$ cat src/rtl/core/isort_pkg.sv
package isort_pkg;

  localparam int unsigned CAPACITY_DEF = 64;
  localparam int unsigned VALUE_W      = 32;

  typedef struct packed {
    logic signed [VALUE_W-1:0] value;
    logic                      last;
  } isort_in_t;

  typedef struct packed {
    logic signed [VALUE_W-1:0] sorted_value;
    logic                      final_res;
    logic                      overflow;
  } isort_out_t;

  // control broadcast to every cell of the chain
  typedef struct packed {
    logic insert;
    logic drain;
  } isort_ctrl_t;

endpackage

$ cat src/rtl/core/isort_cell.sv
module isort_cell
  import isort_pkg::*;
(
  input  logic                      clk,
  input  isort_ctrl_t               ctrl,
  input  logic signed [VALUE_W-1:0] new_value,
  input  logic                      occupied,
  input  logic                      left_gt,
  input  logic signed [VALUE_W-1:0] left_val,
  input  logic signed [VALUE_W-1:0] right_val,
  output logic                      gt,
  output logic signed [VALUE_W-1:0] val
);

  logic signed [VALUE_W-1:0] val_next;

  // strictly greater, so equal values stay in arrival order
  assign gt = occupied && (val > new_value);

  always_comb begin
    val_next = val;
    if (ctrl.drain) begin
      val_next = right_val;
    end else if (ctrl.insert) begin
      if (left_gt) begin
        val_next = left_val;
      end else if (gt || !occupied) begin
        val_next = new_value;
      end
    end
  end

  always_ff @(posedge clk) begin
    val <= val_next;
  end

endmodule

$ cat config.mk
export PLATFORM = sky130hd
export DESIGN_NAME = isort_cell
export DESIGN_NICKNAME = d
export VERILOG_FILES = /design/src/rtl/core/isort_pkg.sv /design/src/rtl/core/isort_cell.sv
export SDC_FILE = /design/constraint.sdc
export NUM_CORES = 1
export LEC_CHECK = 0
export ABC_AREA = 0
export BUFFER_PORTS_ARGS = -buffer_cell sky130_fd_sc_hd__buf_2
export CORE_ASPECT_RATIO = 0.5
export CORE_MARGIN = 10
export CORE_UTILIZATION = 40
export DETAILED_ROUTE_END_ITERATION = 16
export PLACE_DENSITY_LB_ADDON = 0.15
export SLEW_MARGIN = 40
export SYNTH_ARGS = -nofsm -noshare
export SYNTH_HDL_FRONTEND = slang
export SYNTH_SLANG_ARGS = --single-unit
$ cat constraint.sdc
create_clock -name clk -period 3.8 [get_ports clk]
set_input_delay 0.38 -clock clk [delete_from_list [all_inputs] [get_ports clk]]
set_output_delay 0.38 -clock clk [all_outputs]
set_load 0.005 [all_outputs]
==> flow_metrics.tcl <==
set metrics [dict create \
    status "finished, final reports clean" \
    worstSetupPathType "register to register" \
    std_cell_rows 20 \
    ys_ff_latch 32 \
    grt_overflow_total 0 \
    die_w_um 131.5 \
    synth-edff-count 32 \
    r2r_end "val[20]$_DFFE_PP_" \
    cts.htree.levels 2 \
    cp-end-kind "register" \
    drc_errors 0 \
    grt_usage_pct 13.90 \
    grt_setup_unrepaired "no" \
    final.setup.tns_ns 0 \
    path_clk_slew_ns 0.05 \
    fp.coreArea_um2 6056 \
    required_ns 3.83 \
    syn_avg_cell_area_um2 9.458 \
    start_util_pct 41.07 \
    power.density_nw_per_um2 378.7 \
    slew_headroom_pct 62.20 \
    post_cts_buffers 0 \
    synth_cells 263 \
    wire_per_inst_um 15.17 \
    regMostFlops "val" \
    peakVddDrop_mv 0.1807 \
    syn_area_um2 2487 \
    synth_flop_cell "edfxtp_1" \
    worstHoldStart "right_val[29]" \
    dieHeight_um 75.76 \
    power_mw 1.295 \
    period_needed_ns 2.824 \
    firstDrtPassIters 5 \
    antenna_cells 0 \
    synth_seq_area_share_pct 38.63 \
    cp-endpoint "val[20]$_DFFE_PP_" \
    synthesis.nets 396 \
    grt_pass1_wl_um 11380 \
    finalNetCount 528 \
    skew_ns 0.003813 \
    dp_hpwl_um 6191 \
    tightest_slew_ns 0.5669 \
    reg2reg_slack_ns 0.98 \
    ios 134 \
    vias_per_cell 4.862 \
    reg_top3 "val: 32 flops" \
    drt_wl_total_um 7340 \
    dr.first_iter.drc_count 80 \
    postRouteAntennaNets 0 \
    syn_to_final_growth_pct 37.53 \
    grt_max_degree 35 \
    cts_resized 0 \
    r2r_cells 8 \
    critPathMaxFanout 19 \
    cts_buffer_depth 2 \
    fmax_mhz 354.1 \
    layout-drive-gt1-share_pct 37.12 \
    async_reset_ff_share_pct 0 \
    layout_common_cells "133 x buf_2, 40 x nand2_1, 35 x o21ai_0, 33 x inv_1" \
    clkLatencyLatePin_ns 0.27 \
    cts_made_buffers 5 \
    maxCapViolCount 0 \
    cp_data_arrival_time_ns 2.85 \
    cp-start-kind "register" \
    postCtsHoldBufs 0 \
    r2r-start "val[31]$_DFFE_PP_" \
    dieArea_um2 9964 \
    largest_register_ffs 32 \
    pre_cts_slack_ns 0.8705 \
    portBuffers 133 \
    ys_types 28 \
    setup_ws_ns 0.9761 \
    via_count 2353 \
    yosysWarnings 0 \
    power.leakage_nw 1.791 \
    hold_path_class "input port to register" \
    mostFrequentLayoutCell "buf_2" \
    clock-sinks 32 \
    gp_congestion 0.7450 \
    cts_tree "done" \
    clockRootBuffer "clkbuf_16" \
    antenna_found_initial 0 \
    post-route-util_pct 56.49 \
    final-setup-viol-count 0 \
    post-route-period-util_pct 74.31 \
    critPathLaunch "val[31]$_DFFE_PP_" \
    finalHoldViolations 0 \
    drv_slew 0 \
    grt_pass1_vias 2432 \
]
## through the flow
stage	instances	hold WS, ns	instance area [um^2]
2_1_floorplan	263	0.5671	2487
3_3_place_gp	476	0.6565	3258
3_5_place_dp	476	0.6627	3258
4_1_cts	484	0.3819	3421
5_1_grt	484	0.4057	3421
6_report	484	0.3865	3421
## cell type report
class | instances | area, um^2
repair buffers | 136 | 700.7
well taps | 88 | 110.1
clock buffers | 5 | 125.1
multi-input cells | 187 | 1363
clock inverters | 3 | 37.54
inverters | 33 | 123.9
fillers | 609 | 2635
flip-flops and latches | 32 | 960.9
## kinds of logic after synthesis
logic type | count (synthesis) | share of synthesized area [%]
mux | 32 | 12.88
compound gates | 60 | 13.93
flops | 32 | 38.63
simple gates | 63 | 11.67
fa+ha+maj | 32 | 16.10
buf+inv | 44 | 6.791
## layer usage
| metal | up-vias | GRT usage (%) | part of all wire, % |
|---|---|---|---|
| met1 | 1071 | 16.71 | 45 |
| met5 | - | 0 | 0 |
| li1 | 1211 | - | - |
| met3 | 2 | 4.539 | 6.3 |
| met4 | 0 | 2.203 | 0.11 |
| met2 | 69 | 24.61 | 49 |
## worst max-delay path: stages, from the launching register on
cell	delay (ns)
edfxtp_1	0.40
ha_1	0.45
nand4_2	0.18
nor4_2	0.35
nand2_1	0.13
and3b_1	0.21
a21oi_1	0.19
nand3_2	0.35
buf_12	0.30
## synth_stat cells, types with 3 or more instances
cell type | n | area share, %
nand2_1 | 40 | 6.0
edfxtp_1 | 32 | 39
nand3_1 | 4 | 0.80
nor2_1 | 5 | 0.75
ha_1 | 32 | 16
buf_2 | 3 | 0.60
inv_1 | 33 | 5.0
nand4_1 | 7 | 1.8
mux2i_1 | 32 | 13
clkbuf_1 | 8 | 1.2
o21ai_0 | 35 | 7.0
a21oi_1 | 15 | 3.0
## how the worst min path moves through the flow
stage,cells past startpoint,slack (ns),endpoint
5_1_grt,3,0.41,val[29]$_DFFE_PP_
3_3_place_gp,3,0.66,val[29]$_DFFE_PP_
2_1_floorplan,2,0.57,val[29]$_DFFE_PP_
4_1_cts,3,0.38,val[29]$_DFFE_PP_
3_5_place_dp,3,0.66,val[29]$_DFFE_PP_
6_report,3,0.39,val[29]$_DFFE_PP_
## power breakdown
group	total, mW	leakage (nW)	internal, mW	switching [mW]
logic	0.362	1.38	0.171	0.192
registers	0.487	0.334	0.459	0.0282
clock network	0.446	0.0789	0.304	0.142
(Power assumes the default switching activity.)
